===== config.mk =====
export PLATFORM = sky130hd
export DESIGN_NAME = tlwd_ram
export DESIGN_NICKNAME = d
export VERILOG_FILES = /design/src/hdl/tlwd_ram.sv
export SDC_FILE = /design/constraint.sdc
export NUM_CORES = 1
export LEC_CHECK = 0
export BUFFER_PORTS_ARGS = -buffer_cell sky130_fd_sc_hd__buf_4
export CAP_MARGIN = 10
export CORE_MARGIN = 1.5
export CORE_UTILIZATION = 55
export CTS_BUF_LIST = sky130_fd_sc_hd__clkbuf_2 sky130_fd_sc_hd__clkbuf_4 sky130_fd_sc_hd__clkbuf_8
export DETAILED_ROUTE_END_ITERATION = 10
export PLACE_DENSITY = 0.81
export SLEW_MARGIN = 5
export SYNTH_ARGS = -nofsm -noshare
export SYNTH_HDL_FRONTEND = slang
export SYNTH_SLANG_ARGS = --single-unit

===== constraint.sdc =====
create_clock -name clk_i -period 2.75 [get_ports clk_i]
set_input_delay 0.55 -clock clk_i [delete_from_list [all_inputs] [get_ports clk_i]]
set_output_delay 0.55 -clock clk_i [all_outputs]
set_load 0.005 [all_outputs]

===== src/hdl/tlwd_ram.sv =====
// Generic RAM: one write port, two registered read ports.
module tlwd_ram #(
  parameter int unsigned WIDTH = 8,
  parameter int unsigned DEPTH = 2,
  localparam int unsigned AW = (DEPTH > 1) ? $clog2(DEPTH) : 1
) (
  input  logic             clk_i,
  input  logic             we_i,
  input  logic [AW-1:0]    waddr_i,
  input  logic [WIDTH-1:0] wdata_i,
  input  logic [AW-1:0]    raddr0_i,
  input  logic [AW-1:0]    raddr1_i,
  output logic [WIDTH-1:0] rdata0_o,
  output logic [WIDTH-1:0] rdata1_o
);

  logic [WIDTH-1:0] mem_q [DEPTH];
  logic [WIDTH-1:0] rdata0_q;
  logic [WIDTH-1:0] rdata1_q;

  // Write one entry.
  always_ff @(posedge clk_i) begin
    if (we_i) begin
      mem_q[waddr_i] <= wdata_i;
    end
  end

  // Register both read ports.
  always_ff @(posedge clk_i) begin
    rdata0_q <= mem_q[raddr0_i];
    rdata1_q <= mem_q[raddr1_i];
  end

  assign rdata0_o = rdata0_q;
  assign rdata1_o = rdata1_q;

endmodule


Word level (Yosys, flattened, before mapping)
Memories as Yosys holds them, arrays and structs flattened. A register that Yosys moved wholly into a read port is not among the register bits. Index checks and enable logic that the tools add are counted.

Bits in latches: 0. RAM bits: 16. Bits of input ports: 13. Output and inout bits: 16. Word-level logic and storage cells: 3. Register bits after elaboration: 0. Memory bits (read-only): 0. Memories kept: 1.

Add/subtract/negate cells: 0. Shift-type cells: 0. Reduce and logical (&&, ||, !) cells: 0. Order comparisons: 0. Multipliers: 0. Mux-type cells: 2. Equal/unequal tests: 0. Divide/modulo/power cells: 0. Bitwise gates (word level): 0.

Memories: mem_q (words 2, bits a word 8, read ports 2, clocked after Yosys merged registers in 2, wr ports 1, RTL line 17) `logic [WIDTH-1:0] mem_q [DEPTH];`.

Operator list (number): 1-bit two-way mux (2).

Depth between registers and ports, before layout
Word-level depth: 2. Depth in mapped cells: 2. Depth with buffers taken out: 1.

Least setup slack after synthesis
Ideal clock, no wire load.

Path type: input port to flip-flop. Start: in we_i. End: mem mem_q[0][0], enable pin. Data required time: 2.377 ns. Cell stages on the path: 1. Slack: 1.407 ns. Setup time: 0.373 ns. Path buffers: 0. Arrival time: 0.970 ns. Cell sequence: nor2b_1.

Word-level cells in the longest chain between the ends: 2.

RTL lines: start, declared (RTL line 8) `input logic we_i,`; 1-bit two-way mux (RTL line 23) `if (we_i) begin`; 1-bit two-way mux (implied by the code) (RTL line 24) `mem_q[waddr_i] <= wdata_i;`; end, declared (RTL line 17).

Every way passes these cells.

Final worst setup path
Start: reg rdata0_q[2], in the netlist rdata0_o[2] (read register of mem_q). End: out rdata0_o[2].

RTL lines: start, declared (RTL line 18) `logic [WIDTH-1:0] rdata0_q;`; end, declared (RTL line 13) `output logic [WIDTH-1:0] rdata0_o,`.

No word-level cell between the ends.

==> metrics.log <==
INFO  metric synth-warning-count = 0
INFO  metric arrival = 0.75 ns
INFO  metric wl_per_cell = 12.6 um
INFO  metric nets = 98
INFO  metric drt_initial_violations = 1
INFO  metric cp-start-kind = flip-flop
INFO  metric ys_seq_area_share = 74.4%
INFO  metric grtUsageMet1 = 15.6%
INFO  metric floorplan.io_pins = 29
INFO  metric final_common_cell = sky130_fd_sc_hd__buf_4
INFO  metric worst_ep_required_time = 2.20 ns
INFO  metric final_util = 76.1%
INFO  metric numClockSinks = 32
INFO  metric diodes = 0
INFO  metric fmax = 768 MHz
INFO  metric post_synth_num_cell_types = 6
INFO  metric period_needed = 1.30 ns
INFO  metric vias = 515
INFO  metric yosysTopAreaCell = sky130_fd_sc_hd__edfxtp_1
INFO  metric die_y = 47.2 um
INFO  metric grt_setup_unrepaired = no
INFO  metric floorplan.initialDensity = 60.4%
INFO  metric fin_setup_tns = 0 ns
INFO  metric largest_fanout_on_the_critical_path = 1
INFO  metric syn_nets = 65
INFO  metric power.density_cell_area = 674 nW/um^2
INFO  metric post-route-period-util = 47.3%
INFO  metric rows = 15
INFO  metric power.combinational.fraction = 10.5%
INFO  metric instances_no_fill = 111
INFO  metric cts_made_buffers = 5
INFO  metric layout-drive-gt1-share = 60.5%
INFO  metric globalRouteMet2Util = 26.2%
INFO  metric power_switching_share = 20.2%
INFO  metric area_delta_synth_final = 26.0%
INFO  metric cts-root-to-sink-buffers = 2
INFO  metric timing.critical_path.slowest_stage_cell = sky130_fd_sc_hd__dfxtp_1
INFO  metric fp.coreArea = 1780 sq um
INFO  metric timing.hold.ws = 0.413 ns
INFO  metric numPlacedInstances = 103
INFO  metric total_power = 0.914 mW
INFO  metric timing.hold.worst.class = input port to flip-flop
INFO  metric critical_path.cell_chain = buf_4
INFO  metric synth_top_cell_area_share = 44.7%
INFO  metric power.static_leakage = 0.594 nW
INFO  metric cts_tree = yes
INFO  metric layout.cells.most_common_list = sky130_fd_sc_hd__buf_4, sky130_fd_sc_hd__mux2_4, sky130_fd_sc_hd__edfxtp_1, sky130_fd_sc_hd__dfxtp_1, sky130_fd_sc_hd__clkbuf_4
INFO  metric postSynthCellCount = 52
INFO  metric worst-slew-pin-transition = 0.678 ns
INFO  metric global_route.usage.total = 15.9%
INFO  metric grt_pass1_wl = 2.19 mm
INFO  metric placement.cell_area = 1290 sq um
INFO  metric postRouteAntennaNets = 0
INFO  metric synth_area = 1080 sq um
INFO  metric cts_repair_resize_count = 0
INFO  metric initial_antenna_violation_count = 0
INFO  metric globalRouteMet3Util = 6.92%
INFO  metric grt_max_degree = 11
INFO  metric syn-mean-instance-area = 20.7 sq um
INFO  metric final_area = 1360 sq um
INFO  metric power.share.sequential = 60.6%
INFO  metric setup-violations-final = 0
INFO  metric detailed_place_hpwl = 1.02 mm
INFO  metric drv_cap = 0
INFO  metric first_global_vias = 504
INFO  metric worst_ir_drop_vdd = 0.470 mV
INFO  metric crit_path_buffers_inverters = 1
INFO  metric net-switching-power = 0.185 mW
INFO  metric final_hold_violation_count = 0
INFO  metric vias_per_cell = 4.64
INFO  metric floorplan.die_area = 2230 sq um
INFO  metric drt-pass1-iter-count = 3
INFO  metric remaining_drc_errors = 0
INFO  metric gp_weighted_congestion = 0.691
INFO  metric global_route.overflow_total = 0
INFO  metric pwr-share-clk = 29.0%
INFO  metric grt_busiest_layer = met2
INFO  metric die_w = 47.2 um
INFO  metric detail_route.wirelength = 1.40 mm
INFO  metric clkLatencyLatePin = 0.32 ns
INFO  metric cell_internal_pwr = 0.729 mW
INFO  metric crit_path_end_kind = primary output
INFO  metric setup_slack = 1.45 ns
INFO  metric synth.area.top_cells = sky130_fd_sc_hd__edfxtp_1, sky130_fd_sc_hd__dfxtp_1, sky130_fd_sc_hd__mux2_4
INFO  metric post-place-ws = 1.15 ns
INFO  metric finalClockSkew = 0.00500 ns
INFO  metric synth-seq-cells = 32
INFO  metric cts.root.buffer_cell = sky130_fd_sc_hd__clkbuf_4
INFO  metric path_clk_slew = 0.09 ns
INFO  metric cpLargestDelayFamily = flip-flops
INFO  metric final_max_slew_viol_count = 0
INFO  metric cts_max_level = 2
INFO  metric cpPeakStageDelay = 0.31 ns
INFO  metric io_buffer_count = 28
INFO  metric relSlewSlack = 54.7%
INFO  metric setup_fix_buffers_added_after_clock_tree_synthesis = 0
INFO  metric cts_hold_buf = 0
INFO  metric status = finished, final reports clean
INFO  metric final.fill_count = 110
INFO  metric timing_worst_setup_path_type = flip-flop to primary output
## power groups by stage
stage	Clock [mW]	Sequential (mW)	Combinational, mW
2_1_floorplan	0	0.565	0.0457
3_3_place_gp	0	0.563	0.0953
3_5_place_dp	0	0.565	0.0972
4_1_cts	0.272	0.554	0.0973
5_1_grt	0.303	0.558	0.103
6_report	0.265	0.553	0.0956
## sequential cells by signal, indices dropped and copies added, names as in the netlist
signal,flops
mem_q,16
rdata0_o,8
rdata1_o,8
## routing by layer
layer / vias to the layer above / wire [um]
li1: 252 / -
met1: 238 / 468
met2: 20 / 818
met3: 5 / 80
met4: 0 / 29
met5: - / 0
## cells by family after synthesis
logic type | Yosys count | share of synthesized area [%]
DFF | 32 | 74.4
muxes | 16 | 22.3
and+or+nand+nor | 2 | 1.16
buffers and inverters | 2 | 2.09
## cells in the mapped netlist (all sizes together)
cell and number:
nor2b 1, dfxtp 16, and2 1, mux2 16
edfxtp 16, buf 2
## layout make-up
cell class / instances / area (sq um) / area share, %
flip-flops and latches: 32 / 801 / 59.0
multi-input cells: 18 / 253 / 18.6
repair buffers: 28 / 210 / 15.5
clock buffers: 6 / 51.3 / 3.78
well taps: 25 / 31.3 / 2.31
clock inverters: 2 / 10.0 / 0.738
## path summary, 6_finish.rpt
| path | start | end | slack (ns) | cells after the start |
|---|---|---|---|---|
| setup reg to reg | mem_q[0][1] | rdata1_o[1] | 1.96 | 1 |
| hold reg to reg | mem_q[0][6] | rdata1_o[6] | 0.51 | 1 |
| hold / removal | wdata_i[1] | mem_q[1][1] | 0.41 | 1 |
| setup / recovery | rdata0_o[2] | rdata0_o[2] | 1.45 | 1 |
Power figures use the tool's default switching activity.
