--- src/hdl/tlwd_pkg.sv ---
// Shared types and constants for the weighted tree distance engine.
package tlwd_pkg;

  // Field widths of the item and result ports and of the stored depths.
  localparam int unsigned NODE_W   = 10;
  localparam int unsigned DEPTH_W  = 10;
  localparam int unsigned WEIGHT_W = 16;
  localparam int unsigned COST_W   = 26;

  // Default sizing.
  localparam int unsigned NODE_COUNT_DEF  = 1024;
  localparam int unsigned LIFT_LEVELS_DEF = 10;

  typedef enum logic {
    CMD_LOAD  = 1'b0,
    CMD_QUERY = 1'b1
  } cmd_e;

  // One accepted input item, after out-of-range node numbers are folded to 0.
  typedef struct packed {
    cmd_e                cmd;
    logic [NODE_W-1:0]   node;
    logic [NODE_W-1:0]   parent_node;
    logic [WEIGHT_W-1:0] edge_weight;
    logic [NODE_W-1:0]   other_node;
  } item_t;

  // One lifting row entry: the 2^i-th ancestor and the cost of that climb.
  typedef struct packed {
    logic [NODE_W-1:0] anc;
    logic [COST_W-1:0] cost;
  } row_t;

  localparam int unsigned ROW_W = $bits(row_t);

endpackage

--- src/hdl/tlwd_seq.sv ---
// Sequencer and datapath: row fill on load, binary lifting on query.
module tlwd_seq #(
  parameter int unsigned NODE_COUNT  = tlwd_pkg::NODE_COUNT_DEF,
  parameter int unsigned LIFT_LEVELS = tlwd_pkg::LIFT_LEVELS_DEF,
  localparam int unsigned ROW_AW = $clog2(NODE_COUNT * LIFT_LEVELS),
  localparam int unsigned DEP_AW = $clog2(NODE_COUNT)
) (
  input  logic                          clk_i,
  input  logic                          rst_ni,
  // item start
  input  logic                          start_i,
  input  tlwd_pkg::item_t               item_i,
  output logic                          idle_o,
  // row memory
  output logic                          row_we_o,
  output logic [ROW_AW-1:0]             row_waddr_o,
  output tlwd_pkg::row_t                row_wdata_o,
  output logic [ROW_AW-1:0]             row_raddr0_o,
  output logic [ROW_AW-1:0]             row_raddr1_o,
  input  tlwd_pkg::row_t                row_rdata0_i,
  input  tlwd_pkg::row_t                row_rdata1_i,
  // depth memory
  output logic                          dep_we_o,
  output logic [DEP_AW-1:0]             dep_waddr_o,
  output logic [tlwd_pkg::DEPTH_W-1:0]  dep_wdata_o,
  output logic [DEP_AW-1:0]             dep_raddr0_o,
  output logic [DEP_AW-1:0]             dep_raddr1_o,
  input  logic [tlwd_pkg::DEPTH_W-1:0]  dep_rdata0_i,
  input  logic [tlwd_pkg::DEPTH_W-1:0]  dep_rdata1_i,
  // result
  output logic                          res_valid_o,
  input  logic                          res_ready_i,
  output logic [tlwd_pkg::COST_W-1:0]   res_o
);

  localparam int unsigned CNT_W = $clog2(LIFT_LEVELS + 1);
  localparam logic [CNT_W-1:0] LVL_TOP = CNT_W'(LIFT_LEVELS - 1);
  localparam logic [CNT_W-1:0] LVL_END = CNT_W'(LIFT_LEVELS);

  typedef enum logic [11:0] {
    S_IDLE    = 12'b0000_0000_0001,
    S_LD_DEP  = 12'b0000_0000_0010,
    S_LD_RD   = 12'b0000_0000_0100,
    S_LD_WR   = 12'b0000_0000_1000,
    S_Q_DEP   = 12'b0000_0001_0000,
    S_LIFT    = 12'b0000_0010_0000,
    S_LIFT_WT = 12'b0000_0100_0000,
    S_J_RD    = 12'b0000_1000_0000,
    S_J_WT    = 12'b0001_0000_0000,
    S_FIN_RD  = 12'b0010_0000_0000,
    S_FIN_WT  = 12'b0100_0000_0000,
    S_DONE    = 12'b1000_0000_0000
  } state_e;

  function automatic logic [ROW_AW-1:0] row_addr(
    input logic [tlwd_pkg::NODE_W-1:0] n,
    input logic [CNT_W-1:0]            l
  );
    return ROW_AW'(32'(n) * 32'(LIFT_LEVELS) + 32'(l));
  endfunction

  state_e                          state_q, state_d;
  logic [tlwd_pkg::NODE_W-1:0]     a_q, a_d;
  logic [tlwd_pkg::NODE_W-1:0]     b_q, b_d;
  logic [tlwd_pkg::NODE_W-1:0]     par_q, par_d;
  logic [tlwd_pkg::WEIGHT_W-1:0]   wt_q, wt_d;
  tlwd_pkg::row_t                  cur_q, cur_d;
  logic [tlwd_pkg::COST_W-1:0]     acc_q, acc_d;
  logic [tlwd_pkg::DEPTH_W-1:0]    gap_q, gap_d;
  logic [CNT_W-1:0]                lvl_q, lvl_d;
  logic                            zf0_q, zf1_q;

  logic [tlwd_pkg::NODE_W-1:0]     rd0_node, rd1_node;
  logic [CNT_W-1:0]                rd0_lvl, rd1_lvl;
  tlwd_pkg::row_t                  row0, row1;
  logic [tlwd_pkg::DEPTH_W-1:0]    dep0, dep1;
  logic [tlwd_pkg::DEPTH_W-1:0]    gap_sh;
  tlwd_pkg::row_t                  new_row;

  // Mask reads of the node 0 sentinel to zero.
  assign row0 = zf0_q ? '0 : row_rdata0_i;
  assign row1 = zf1_q ? '0 : row_rdata1_i;
  assign dep0 = zf0_q ? '0 : dep_rdata0_i;
  assign dep1 = zf1_q ? '0 : dep_rdata1_i;

  assign gap_sh = gap_q >> lvl_q;

  assign row_raddr0_o = row_addr(rd0_node, rd0_lvl);
  assign row_raddr1_o = row_addr(rd1_node, rd1_lvl);
  assign dep_raddr0_o = DEP_AW'(rd0_node);
  assign dep_raddr1_o = DEP_AW'(rd1_node);

  assign idle_o      = (state_q == S_IDLE);
  assign res_valid_o = (state_q == S_DONE);
  assign res_o       = acc_q;

  // Next state, memory accesses and datapath.
  always_comb begin
    state_d = state_q;
    a_d     = a_q;
    b_d     = b_q;
    par_d   = par_q;
    wt_d    = wt_q;
    cur_d   = cur_q;
    acc_d   = acc_q;
    gap_d   = gap_q;
    lvl_d   = lvl_q;

    rd0_node = '0;
    rd1_node = '0;
    rd0_lvl  = '0;
    rd1_lvl  = '0;

    row_we_o    = 1'b0;
    row_waddr_o = row_addr(a_q, lvl_q);
    new_row     = '0;
    dep_we_o    = 1'b0;
    dep_waddr_o = DEP_AW'(a_q);
    dep_wdata_o = dep0 + tlwd_pkg::DEPTH_W'(1);

    case (state_q)
      S_IDLE: begin
        if (start_i) begin
          a_d   = item_i.node;
          b_d   = item_i.other_node;
          par_d = item_i.parent_node;
          wt_d  = item_i.edge_weight;
          if (item_i.cmd == tlwd_pkg::CMD_LOAD) begin
            // read the parent's depth; a load of node 0 is dropped
            rd0_node = item_i.parent_node;
            if (item_i.node != '0) begin
              state_d = S_LD_DEP;
            end
          end else begin
            rd0_node = item_i.node;
            rd1_node = item_i.other_node;
            state_d  = S_Q_DEP;
          end
        end
      end

      S_LD_DEP: begin
        // store depth and level 0 row
        dep_we_o     = 1'b1;
        new_row.anc  = par_q;
        new_row.cost = (par_q == '0) ? '0 : tlwd_pkg::COST_W'(wt_q);
        row_we_o     = 1'b1;
        row_waddr_o  = row_addr(a_q, '0);
        cur_d        = new_row;
        lvl_d        = CNT_W'(1);
        state_d      = (LIFT_LEVELS == 1) ? S_IDLE : S_LD_RD;
      end

      S_LD_RD: begin
        rd0_node = cur_q.anc;
        rd0_lvl  = lvl_q - CNT_W'(1);
        state_d  = S_LD_WR;
      end

      S_LD_WR: begin
        // combine own row with the midpoint's row
        new_row.anc  = row0.anc;
        new_row.cost = row0.cost + cur_q.cost;
        row_we_o     = 1'b1;
        row_waddr_o  = row_addr(a_q, lvl_q);
        cur_d        = new_row;
        lvl_d        = lvl_q + CNT_W'(1);
        state_d      = (lvl_q == LVL_TOP) ? S_IDLE : S_LD_RD;
      end

      S_Q_DEP: begin
        // order so that b is the deeper node
        if (dep0 > dep1) begin
          a_d   = b_q;
          b_d   = a_q;
          gap_d = dep0 - dep1;
        end else begin
          gap_d = dep1 - dep0;
        end
        acc_d   = '0;
        lvl_d   = '0;
        state_d = S_LIFT;
      end

      S_LIFT: begin
        if (lvl_q == LVL_END) begin
          lvl_d   = LVL_TOP;
          state_d = (a_q == b_q) ? S_DONE : S_J_RD;
        end else if (gap_sh[0]) begin
          rd1_node = b_q;
          rd1_lvl  = lvl_q;
          state_d  = S_LIFT_WT;
        end else begin
          lvl_d = lvl_q + CNT_W'(1);
        end
      end

      S_LIFT_WT: begin
        acc_d   = acc_q + row1.cost;
        b_d     = row1.anc;
        lvl_d   = lvl_q + CNT_W'(1);
        state_d = S_LIFT;
      end

      S_J_RD: begin
        if (a_q == b_q) begin
          state_d = S_FIN_RD;
        end else begin
          rd0_node = a_q;
          rd1_node = b_q;
          rd0_lvl  = lvl_q;
          rd1_lvl  = lvl_q;
          state_d  = S_J_WT;
        end
      end

      S_J_WT: begin
        // climb both while their ancestors differ
        if (row0.anc != row1.anc) begin
          acc_d = acc_q + row0.cost + row1.cost;
          a_d   = row0.anc;
          b_d   = row1.anc;
        end
        if (lvl_q == '0) begin
          state_d = S_FIN_RD;
        end else begin
          lvl_d   = lvl_q - CNT_W'(1);
          state_d = S_J_RD;
        end
      end

      S_FIN_RD: begin
        rd0_node = a_q;
        rd1_node = b_q;
        state_d  = S_FIN_WT;
      end

      S_FIN_WT: begin
        // add the last edge on each side
        acc_d   = acc_q + row0.cost + row1.cost;
        state_d = S_DONE;
      end

      S_DONE: begin
        if (res_ready_i) begin
          state_d = S_IDLE;
        end
      end

      default: begin
        state_d = S_IDLE;
      end
    endcase
  end

  assign row_wdata_o = new_row;

  // Control state.
  always_ff @(posedge clk_i or negedge rst_ni) begin
    if (!rst_ni) begin
      state_q <= S_IDLE;
    end else begin
      state_q <= state_d;
    end
  end

  // Payload registers and sentinel flags for the reads in flight.
  always_ff @(posedge clk_i) begin
    a_q   <= a_d;
    b_q   <= b_d;
    par_q <= par_d;
    wt_q  <= wt_d;
    cur_q <= cur_d;
    acc_q <= acc_d;
    gap_q <= gap_d;
    lvl_q <= lvl_d;
    zf0_q <= (rd0_node == '0);
    zf1_q <= (rd1_node == '0);
  end

endmodule

--- config.mk ---
export PLATFORM = sky130hd
export DESIGN_NAME = tlwd_seq
export DESIGN_NICKNAME = d
export VERILOG_FILES = /design/src/hdl/tlwd_pkg.sv /design/src/hdl/tlwd_seq.sv
export SDC_FILE = /design/constraint.sdc
export NUM_CORES = 1
export LEC_CHECK = 0
export BUFFER_PORTS_ARGS = -buffer_cell sky130_fd_sc_hd__buf_2
export CORE_MARGIN = 8
export CORE_UTILIZATION = 35
export DETAILED_ROUTE_END_ITERATION = 10
export PLACE_DENSITY_LB_ADDON = 0.2
export SLEW_MARGIN = 20
export SYNTH_ARGS = -nofsm -noshare
export SYNTH_HDL_FRONTEND = slang
export SYNTH_SLANG_ARGS = --single-unit
export TNS_END_PERCENT = 100
--- constraint.sdc ---
create_clock -name clk_i -period 12.7 [get_ports clk_i]
set_input_delay 0.635 -clock clk_i [delete_from_list [all_inputs] [get_ports clk_i]]
set_output_delay 0.635 -clock clk_i [all_outputs]
set_load 0.005 [all_outputs]
# Word-level counts from Yosys, hierarchy flattened

Index checks and enable logic that the tools add are counted.

Register bits after elaboration: 136
Input port bits: 143
Output and inout port bits: 148

$add $sub $neg: 12
Multiply operators: 3
Magnitude comparators: 1
Eq/ne operators: 24
Shift operators: 1
Multiplexer cells: 51
Reductions and logical operators: 19

Operator list:

| kind                                                   | number |
|---|---|
| 2-to-1 mux 10 bit                                      | 19 |
| case mux 36 bit (2 select lines)                       | 2 |
| case mux 12 bit (11 select lines)                      | 1 |
| case mux 10 bit (4 select lines)                       | 3 |
| adder 26 bit                                           | 4 |
| case mux 26 bit (4 select lines)                       | 1 |
| 2-to-1 mux 12 bit                                      | 7 |
| 2-to-1 mux 36 bit                                      | 2 |
| adder 14 x 4 -> 14 bit                                 | 3 |
| multiplier 10 x 3 -> 13 bit (second input constant)    | 3 |
| zero test 10 bit                                       | 3 |
| case mux 10 bit (3 select lines)                       | 1 |
| 2-to-1 mux 26 bit                                      | 1 |
| 2-to-1 mux 4 bit                                       | 6 |
| case mux 4 bit (5 select lines)                        | 1 |
| subtractor 10 bit                                      | 2 |
| 2-to-1 mux 16 bit                                      | 1 |
| case mux 4 bit (2 select lines)                        | 2 |
| 2-to-1 mux 14 bit                                      | 1 |
| equality test 12 x 1 -> 1 bit (second input constant)  | 1 |
| equality test 12 x 10 -> 1 bit (second input constant) | 1 |
| equality test 12 x 11 -> 1 bit (second input constant) | 1 |
| equality test 12 bit (second input constant)           | 1 |
| equality test 12 x 2 -> 1 bit (second input constant)  | 1 |
| other kinds (31)                                       | 43 |

# Longest topological paths before layout

Gate-level depths: netlist (run 1).

Word-level depth: 6
Gate-level depth with buffers: 21
Mapped depth without buffers: 18

# Worst setup path before layout (run 1)

OpenSTA, ideal clock, no wires.

Path kind: register -> output
From: reg lvl_q[0]
To: out row_raddr1_o[12]
Arrival time: 4.694 ns
Path slack: 7.371 ns
Stages on the path, launching flop included: 21
Cell sequence: edfxtp_1 buf_2 mux4_2 mux2i_1 o32ai_1 and3_1 or2_1 buf_2 a22o_1 ha_1 ha_1 fa_1 a21o_1 a21oi_1 o21bai_1 a21oi_1 xor2_1 nor3_1 a2111oi_0 o21ai_0 xor2_1

Cells in the longest elaborated chain, start to end: 6

Ends and longest elaborated chain:

| what                                 | line            | source |
|---|---|---|
| start, declared                      | tlwd_seq.sv:70  | `logic [CNT_W-1:0] lvl_q, lvl_d;` |
| start signal, assigned               | tlwd_seq.sv:276 | `lvl_q <= lvl_d;` |
| >> shifter 10 x 4 -> 1 bit           | tlwd_seq.sv:86  | `assign gap_sh = gap_q >> lvl_q;` |
| 2-to-1 mux 10 bit                    | tlwd_seq.sv:189 | `end else if (gap_sh[0]) begin` |
| 2-to-1 mux 10 bit (*)                | tlwd_seq.sv:186 | `if (lvl_q == LVL_END) begin` |
| case mux 10 bit (4 select lines) (*) | tlwd_seq.sv:121 | `case (state_q)` |
| via dep_raddr1_o[1]                  | tlwd_seq.sv:27  | `output logic [DEP_AW-1:0] dep_raddr1_o,` |
| multiplier 10 x 3 -> 13 bit (*)      | tlwd_seq.sv:59  | `return ROW_AW'(32'(n) * 32'(LIFT_LEVELS) + 32'(l));` |
| adder 14 x 4 -> 14 bit (*)           | tlwd_seq.sv:59  |  |
| end, declared                        | tlwd_seq.sv:19  | `output logic [ROW_AW-1:0] row_raddr1_o,` |

The timed path passes the listed nets; every way through them passes the cells marked *.

# Worst setup path after layout (run 1)

From: reg state_q[3]
To: out row_raddr1_o[12]

Cells in the longest elaborated chain, start to end: 4

Ends and longest elaborated chain:

| what                                                         | line            | source |
|---|---|---|
| start, declared                                              | tlwd_seq.sv:62  | `state_e state_q, state_d;` |
| start signal, assigned                                       | tlwd_seq.sv:263 | `state_q <= state_d;` |
| equality test 12 x 10 -> 1 bit, or another cell as far along | tlwd_seq.sv:121 |  |
| case mux 10 bit (4 select lines)                             | tlwd_seq.sv:121 |  |
| multiplier 10 x 3 -> 13 bit                                  | tlwd_seq.sv:59  |  |
| adder 14 x 4 -> 14 bit (*)                                   | tlwd_seq.sv:59  |  |

Mark *: on every way between the ends. The rest lies on a longest branch, timed or not.

==> results of run 1 <==
## area by class of cell
cell class / count / share of cell area (%)
clock inverter: 14 / 0.787
multi-input combinational: 1313 / 58.7
timing repair buffer: 304 / 9.15
inverter: 63 / 1.39
tap: 532 / 3.91
clock buffer: 17 / 2.50
sequential: 136 / 23.6
## metrics by stage
step / util (%) / total power, uW / hold slack, ns / setup slack, ns
finish: 41.7 / 3200 / 0.0704 / 5.89
global route: 41.7 / 3450 / 0.0672 / 5.49
CTS: 41.7 / 3210 / 0.0497 / 5.97
detailed placement: 40.4 / 2690 / 0.528 / 6.46
global placement: 40.4 / 2680 / 0.527 / 6.46
floorplan: - / 2120 / 0.339 / 7.37
## placed cells by master, fill, tap and decap left out, drive strengths merged, types with 13 or more instances in the layout
master,n
a21o,67
a21oi,90
a22o,43
a22oi,21
a31oi,19
and3,16
buf,304
clkbuf,17
edfxtp,122
fa,36
ha,155
inv,64
mux2i,20
nand2,122
nand2b,32
nand3,37
nor2,122
nor2b,73
nor3,27
nor4,13
o21a,16
o21ai,52
o22ai,30
xnor2,86
xor2,55
## worst paths after layout
path,from,to,depth (start not counted)
max,state_q[3],row_raddr1_o[12],18
min,rst_ni,state_q[2],1
max reg2reg,zf1_q,res_o[25],13
min reg2reg,wt_q[2],cur_q[2],2
max in group asynchronous,rst_ni,state_q[0],1
min in group clk_i,item_i[15],wt_q[5],1
## cells by family (layout without fill, tap and decap cells)
group | count (synthesis) | after routing | share of synthesized area [%]
flip-flops | 136 | 136 | 27.7
adder cells (fa/ha/maj) | 191 | 191 | 18.4
AND/OR/NAND/NOR | 522 | 522 | 18.8
buffers and inverters | 114 | 398 | 3.24
XOR/XNOR | 141 | 141 | 8.60
AO/OA/AOI/OAI | 436 | 436 | 21.4
multiplexers | 23 | 23 | 1.80
## metal layers
metal  share of wire, %  up-vias  track usage, %
met2                 44      473            31.9
met1                 47     6415            28.4
met5                  0        -               0
li1                   -     6344               -
met4                3.0        0            7.21
met3                6.1       83            3.81
## worst max-delay path, cell delays in order (launching register included)
cell and delay, ns:
dfrtp_1 0.40, or4_1 0.60, nand3b_1 0.28, a21oi_1 0.78, or2_1 0.45, a22o_1 0.29
ha_1 0.26, ha_1 0.22, fa_1 0.41, a21o_1 0.17, a21oi_1 0.24, o21bai_1 0.09
a21oi_1 0.31, xor2_1 0.28, nor3_1 0.08, a2111oi_0 0.39, o21ai_0 0.19, xor2_1 0.16
buf_2 0.13
## registers in the layout, summed over array words and instances (netlist names)
| name | cells |
|---|---|
| state_q | 12 |
| zf0_q | 1 |
| cur_q | 36 |
| dep_waddr_o | 10 |
| gap_q | 10 |
| zf1_q | 1 |
| b_q | 10 |
| res_o | 26 |
| wt_q | 16 |
| par_q | 10 |
| lvl_q | 4 |
## where the power goes
group          switching (uW)  internal (uW)
combinational            1160            838
clock                     207            285
sequential                109            605
==> results.py, run 1 <==
metrics = {
    "status": {
        "status": "finished, final reports clean",
    },
    "synthesis": {
        "syn_avg_cell_area_um2": 9.24,
        "yosys-top-cells-count": "155 x ha_1, 122 x edfxtp_1, 122 x nand2_1, 120 x nor2_1, 87 x a21oi_1",
        "synth_ff_type": "edfxtp_1",
        "syn_nets": 1897,
        "seq_area_frac_synth_pct": 27.7,
        "ys_ff_latch": 136,
        "synth_cell_type_count": 94,
        "ys_warn_count": 0,
        "syn_area_mm2": 0.0144,
        "synth-async-reset-ratio_pct": 8.82,
        "yosysTopAreaCell": "edfxtp_1",
        "syn_inst": 1563,
        "synth_top_area_share_pct": 25.4,
        "synthTopCellsByArea": "edfxtp_1 25%, ha_1 13%, xnor2_1 5.2%",
        "synth_edf_count": 122,
        "synth_most_common_cell": "ha_1",
    },
    "floorplanning": {
        "io_pins": 291,
        "core_area_mm2": 0.0407,
        "fp.dieH_um": 219,
        "die_x_um": 219,
        "start_util_pct": 35.4,
        "rows": 74,
        "die_area_mm2": 0.0480,
    },
    "final_layout": {
        "final_nets": 2169,
        "drive_gt1_share_pct": 20.7,
        "seqCellArea_mm2": 0.00401,
        "multi_input_area_mm2": 0.00998,
        "n_fill_cell": 4124,
        "antenna-diode-count": 0,
        "area_delta_synth_final_pct": 17.8,
        "final_cells": 2379,
        "fin_area_mm2": 0.0170,
    },
    "worst_hold_path": {
        "hold_class": "input pin to async pin",
    },
    "critical_path": {
        "end_kind": "output pin",
        "crit_arrival_ns": 6.18,
        "cp_max_fo": 11,
        "ff2ff_setup_slack_ns": 7.91,
        "critical_path_class": "flop to output pin",
        "cp.required_ns": 12.06,
        "start_kind": "flop",
    },
    "timing": {
        "final.setup.tns_ns": 0,
        "rsz0062_at_grt": "no",
        "finalHoldViolCount": 0,
        "finalMaxSlewViolations": 0,
        "setup_viol": 0,
        "slew_headroom_pct": 29.5,
        "fin_crit_ns": 6.81,
        "fin_crit_sh_pct": 53.6,
        "fmax_mhz": 147,
        "fin_skew_ns": 0.0107,
        "worstMarginPinSlew_ns": 1.06,
    },
    "grt": {
        "first_global_vias": 13261,
        "grt_max_degree": 44,
        "grt_antenna_before_repair": 0,
        "overflow": 0,
        "grt_pass1_wl_um": 77100,
        "gr-usage-all-layers_pct": 20.6,
    },
    "cts": {
        "ctsHoldBuffers": 0,
        "clk_latency_ns": 0.43,
        "cts_buffer_depth": 2,
        "cts_buffers": 17,
        "root_buffer": "clkbuf_16",
        "cts_htree_levels": 4,
        "cts.sinks": 136,
        "cts_tree": "built",
        "clkSlewWorstSetupHoldPaths_ns": 0.06,
        "post_cts_resized": 0,
        "post-cts-setup-buffer-count": 0,
    },
    "drt": {
        "wl_um": 50900,
        "drtIter0Drc": 1088,
        "dr.pass1.iters": 6,
        "wl_per_cell_um": 21.4,
        "via_per_inst": 5.60,
        "vias": 13315,
        "ant_nets": 0,
        "drc": 0,
    },
    "place": {
        "dpl.hpwl_um": 41100,
        "placed_cell_area_mm2": 0.0164,
        "gp_congestion": 0.933,
        "placed_cells": 2348,
        "port_buffers": 290,
    },
    "power": {
        "total_leakage_power_uw": 0.00802,
        "p_per_area_mw_per_mm2": 188,
        "vdd_drop_max_v": 0.000102,
    },
    "job": {
        "maxCapViolCount": 0,
    },
}
Power figures use the tool's default switching activity.
==> inputs of run 2 (changes only) <==
- clock period: 12.7 -> 5.46 ns (I/O delays scaled with it)
==> run 2 against run 1 <==
Compared with the run above: core utilization up 1.6 points; critical endpoint unchanged; sequential power increased by 120%; via count is 0.38% higher; worst setup slack got worse by 5.8 ns; largest power group unchanged; flip-flop and latch count unchanged; highest routed layer unchanged; total power up 140%.
==> results.py, run 2 (synthesized netlist as in run 1, its figures left out) <==
metrics = {
    "drt": {
        "dr.pass1.iters": 5,
        "drtIter0Drc": 1110,
        "via_per_inst": 5.51,
        "vias": 13365,
        "met1_length_um": 23600,
        "topRoutingLayerUsed": "met4",
        "wl_um": 50800,
        "wl_met2_um": 23300,
        "wl_per_cell_um": 20.9,
        "drc": 0,
        "wl_met3_um": 3020,
        "ant_nets": 0,
    },
    "worst_hold_path": {
        "hold_class": "input pin to flop",
    },
    "grt": {
        "grt_antenna_before_repair": 0,
        "grt_pass1_wl_um": 76200,
        "first_global_vias": 13033,
        "gr-usage-all-layers_pct": 20.4,
        "overflow": 0,
        "grt_max_degree": 38,
    },
    "critical_path": {
        "end_kind": "output pin",
        "path_delay_family": "simple AND/OR/NAND/NOR gates",
        "cp_max_fo": 6,
        "worst_path_max_delay_cell": "or4_4",
        "cp-startpoint": "state_q[3]",
        "cp.depth": 18,
        "crit_path_end": "row_raddr1_o[12]",
        "crit_chain": "or4_4 > and3b_2 > and4b_1 > and3_4 > or2_4 > a22o_1 > ha_4 > ha_1 > a21o_1 > a21oi_1 > nor2b_1 > o31a_1 > a211o_1 > nor4_1 > a211oi_1 > o21ai_1 > xor2_1 > buf_2",
        "cp.required_ns": 5.19,
        "rr_endpoint": "b_q[3]",
        "worstRegToRegCells": 12,
        "critical_path_class": "flop to output pin",
        "ff2ff_setup_slack_ns": 0.95,
        "reg2reg_from": "zf0_q",
        "crit_arrival_ns": 5.06,
        "cp_num_buf_inv": 1,
        "start_kind": "flop",
        "critPathMaxStageDelay_ns": 0.57,
    },
    "power": {
        "p_per_area_mw_per_mm2": 431,
        "p_total_uw": 7600,
        "total_leakage_power_uw": 0.00830,
        "vdd_drop_max_v": 0.000206,
    },
    "cts": {
        "cts_tree": "built",
        "clk_latency_ns": 0.44,
        "root_buffer": "clkbuf_16",
        "cts_buffer_depth": 2,
        "cts_htree_levels": 4,
        "cts.sinks": 136,
        "clkSlewWorstSetupHoldPaths_ns": 0.07,
        "cts_buffers": 17,
    },
    "job": {
        "maxCapViolCount": 0,
    },
    "floorplanning": {
        "fp.dieH_um": 219,
        "die_x_um": 219,
        "core_area_mm2": 0.0407,
        "die_area_mm2": 0.0480,
        "start_util_pct": 35.4,
        "io_pins": 291,
        "rows": 74,
    },
    "timing": {
        "fin_skew_ns": 0.0125,
        "slew_headroom_pct": 44.0,
        "worstMarginPinSlew_ns": 0.837,
        "finalHoldViolCount": 0,
        "finalMaxSlewViolations": 0,
        "final.setup.tns_ns": 0,
        "setup_viol": 0,
        "fmax_mhz": 187,
        "fin_crit_ns": 5.33,
        "fin_crit_sh_pct": 97.7,
        "rsz0062_at_grt": "yes",
    },
    "place": {
        "port_buffers": 290,
        "gp_congestion": 0.955,
        "dpl.hpwl_um": 41600,
    },
    "final_layout": {
        "final_nets": 2216,
        "largest_register": "cur_q",
        "seqCellArea_mm2": 0.00401,
        "multi_input_area_mm2": 0.0102,
        "drive_gt1_share_pct": 24.0,
        "area_delta_synth_final_pct": 22.1,
        "most-common-layout-cells": "290 x buf_2, 149 x ha_1, 122 x edfxtp_1",
        "final_common_cell": "buf_2",
        "n_fill_cell": 4068,
        "final_util_pct": 43.3,
        "largest_reg_flops": 36,
        "antenna-diode-count": 0,
    },
    "status": {
        "status": "finished, final reports clean",
    },
}
## run 2: changes by cell type in the layout (fill, tap and decap cells not counted), moves of 3 or more
cell / before / now
ha_1: 155 / 149
a21oi_1: 86 / 81
xnor2_1: 85 / 82
a22o_1: 43 / 39
dlygate4sd3_1: 0 / 9
ha_4: 0 / 5
a22o_4: 0 / 3
buf_4: 14 / 52
clkinv_4: 0 / 3
a21oi_2: 3 / 8
## run 2: metrics by stage
step           hold slack [ns]  instances  cell area [um^2]  setup WS, ns
6_report                0.0353       2427             17600         0.126
3_3_place_gp             0.167       2375             16600        0.0899
4_1_cts                0.00141       2417             17400        0.0223
5_1_grt                0.00840       2427             17600        -0.108
2_1_floorplan          -0.0226       1563             14400         0.493
3_5_place_dp             0.168       2375             16600        0.0737
## run 2: how the worst min path moves through the flow
stage	from	end	slack, ns	cells past startpoint
after floorplan	rst_ni	state_q[10]	-0.02	0
after global placement	rst_ni	state_q[7]	0.17	1
after detailed placement	rst_ni	state_q[9]	0.17	1
after CTS	item_i[17]	wt_q[7]	0.001	1
after global routing	item_i[21]	wt_q[11]	0.008	1
final	item_i[21]	wt_q[11]	0.04	1
## run 2: layout make-up
type                       instances  share of cell area [%]
clock buffer                      19                    2.57
clock inverter                    13                   0.823
inverter                          63                    1.34
multi-input combinational       1313                    57.8
sequential                       136                    22.7
tap                              532                    3.77
timing repair buffer             351                    11.0
## run 2: report_power, final
group | switching [uW] | internal, uW | total, uW
logic | 2780 | 2050 | 4830
registers | 179 | 1410 | 1580
clock network | 490 | 701 | 1190
## run 2: timing repair
item | in CTS | in global routing
buffers inserted | 2 | 9
cloned | 0 | 0
endpoints found under the setup margin | 3 | 3
hold endpoints to repair | 19 | 1
pin swaps | 2 | 22
gates resized for setup | 11 | 26
hold buffers | 8 | 1
## run 2: routing by layer
layer	GRT usage, %	up-vias
li1	-	6430
met1	28.0	6435
met2	32.5	442
met3	3.94	58
met4	5.07	0
met5	0	-
==> inputs of run 3 (changes only) <==
- CORE_UTILIZATION: 35 -> 51
==> run 3 against run 2 <==
Compared with the run above: non-clock buffer count fell by 2; core utilization is 19 points higher; sequential share of layout area is 0.38 points higher; first-iteration DRC count grew 12%; flip-flop and latch count unchanged; critical path depth grew 2; cell area decreased by 1.6%; fmax is essentially flat; critical path type unchanged; largest cell class unchanged; largest power group unchanged.
==> results.py, run 3 (synthesized netlist as in run 1, its figures left out) <==
metrics = {
    "cts": {
        "cts.sinks": 136,
        "cts_tree": "built",
        "cts_buffer_depth": 2,
        "cts_htree_levels": 4,
        "clk_latency_ns": 0.44,
        "clkSlewWorstSetupHoldPaths_ns": 0.07,
        "cts_buffers": 17,
        "root_buffer": "clkbuf_16",
    },
    "timing": {
        "fin_skew_ns": 0.0169,
        "fin_crit_ns": 5.33,
        "finalHoldViolCount": 0,
        "worstMarginPinSlew_ns": 1.20,
        "timing.hold.ws_ns": 0.0179,
        "rsz0062_at_grt": "yes",
        "fin_crit_sh_pct": 97.6,
        "fmax_mhz": 188,
        "setup_viol": 0,
        "finalMaxSlewViolations": 0,
        "slew_headroom_pct": 19.4,
    },
    "place": {
        "port_buffers": 290,
        "gp_congestion": 0.980,
        "dpl.hpwl_um": 37800,
        "placed_cells": 2217,
    },
    "floorplanning": {
        "core_area_mm2": 0.0279,
        "die_area_mm2": 0.0340,
        "die_x_um": 184,
        "fp.dieH_um": 184,
        "rows": 61,
        "start_util_pct": 51.8,
        "io_pins": 291,
    },
    "grt": {
        "grt_max_degree": 49,
        "grt_antenna_before_repair": 2,
        "first_global_vias": 13338,
        "grt_pass1_wl_um": 73900,
        "overflow": 0,
        "gr-usage-all-layers_pct": 27.6,
    },
    "critical_path": {
        "cp.required_ns": 5.19,
        "cp_max_fo": 8,
        "start_kind": "flop",
        "critical_path_class": "flop to output pin",
        "end_kind": "output pin",
        "crit_arrival_ns": 5.06,
    },
    "drt": {
        "wl_per_cell_um": 21.2,
        "via_per_inst": 6.01,
        "drtIter0Drc": 1242,
        "vias": 13660,
        "drc": 0,
        "wl_um": 48100,
        "dr.pass1.iters": 6,
        "ant_nets": 0,
    },
    "final_layout": {
        "multi_input_area_mm2": 0.0101,
        "final_nets": 2214,
        "final_common_cell": "buf_2",
        "largest_reg_flops": 36,
        "final_cells": 2272,
        "seqCellArea_mm2": 0.00401,
        "largest_register": "cur_q",
        "area_delta_synth_final_pct": 20.1,
        "most-common-layout-cells": "290 x buf_2, 151 x ha_1, 122 x edfxtp_1",
        "n_fill_cell": 2430,
        "drive_gt1_share_pct": 23.7,
    },
    "power": {
        "p_per_area_mw_per_mm2": 434,
        "vdd_drop_max_v": 0.000284,
        "total_leakage_power_uw": 0.00826,
    },
    "status": {
        "status": "finished, final reports clean",
    },
    "job": {
        "maxCapViolCount": 0,
    },
    "worst_hold_path": {
        "hold_class": "input pin to flop",
    },
}
==> run 3: cell count changes in the layout (fill, tap and decap cells not counted), sizes merged <==
| cell | previous run | this run |
|---|---|---|
| inv | 66 | 73 |
| clkinv | 5 | 2 |
| dlygate4sd3 | 9 | 6 |
| bufinv | 2 | 0 |
| clkbuf | 19 | 17 |
| buf | 342 | 343 |
| diode | 0 | 1 |
==> run 3: report_power, final <==
group / internal, uW / switching, uW
Clock: 609 / 556
Sequential: 1400 / 168
Combinational: 2050 / 2750
==> run 3: routing by layer <==
metal / global-route usage, % / part of all wire [%] / vias to the layer above / routed length [um]
met2: 44.0 / 46 / 617 / 22000
met1: 36.9 / 43 / 6525 / 20700
met4: 8.20 / 2.4 / 0 / 1170
li1: - / - / 6447 / -
met5: 0 / 0 / - / 0
met3: 6.04 / 8.6 / 71 / 4150
==> run 3: layout make-up <==
class | count | share of cell area (%)
Inverter | 63 | 1.38
Antenna cell | 1 | 0.0144
Timing Repair Buffer | 349 | 11.0
Clock inverter | 15 | 0.851
Sequential cell | 136 | 23.1
Clock buffer | 17 | 2.45
Tap cell | 378 | 2.73
Multi-Input combinational cell | 1313 | 58.4
==> run 3: timing repair <==
item / in CTS / in global routing
hold buffers: 6 / 0
buffers inserted: 3 / 13
setup endpoints to repair: 3 / 5
hold endpoints to repair: 17 / 0
pin swaps: 3 / 16
resized for setup: 9 / 25
==> run 3: path summary, 6_finish.rpt <==
| path | slack [ns] | to | depth (start not counted) | from |
|---|---|---|---|---|
| min reg2reg | 0.55 | cur_q[12] | 2 | wt_q[12] |
| max in group asynchronous | 4.84 | state_q[0] | 2 | rst_ni |
| min in group asynchronous | 0.33 | state_q[7] | 2 | rst_ni |
| min | 0.02 | wt_q[0] | 1 | item_i[10] |
| max | 0.13 | row_raddr1_o[12] | 20 | lvl_q[0] |
| max reg2reg | 1.05 | b_q[7] | 13 | zf1_q |
==> run 3: worst max-delay path, stage by stage, from the launching register on <==
cell and delay [ns]:
edfxtp_1 0.41, mux4_2 0.52, mux2i_1 0.20, o32ai_2 0.13, and3_4 0.21, or2_4 0.25
buf_6 0.14, a22o_4 0.26, ha_4 0.17, ha_4 0.16, fa_2 0.40, a21o_1 0.20
a21oi_2 0.17, o21bai_1 0.11, a21oi_2 0.18, xor2_1 0.25, nor3_2 0.07, a2111oi_2 0.39
o21ai_1 0.11, xor2_1 0.15, buf_2 0.14
==> run 3: metrics by stage <==
stage / util (%) / power (uW) / setup WS (ns) / TNS [ns] / cell area [um^2]
detailed placement: 58.9 / 6220 / 0.0128 / 0 / 16400
floorplan: - / 4920 / 0.493 / 0 / 14400
global route: 62.3 / 8100 / -0.101 / -0.135 / 17300
CTS: 61.4 / 7430 / 0.0134 / 0 / 17100
finish: 62.3 / 7530 / 0.131 / 0 / 17300
global placement: 58.9 / 6170 / 0.213 / 0 / 16400
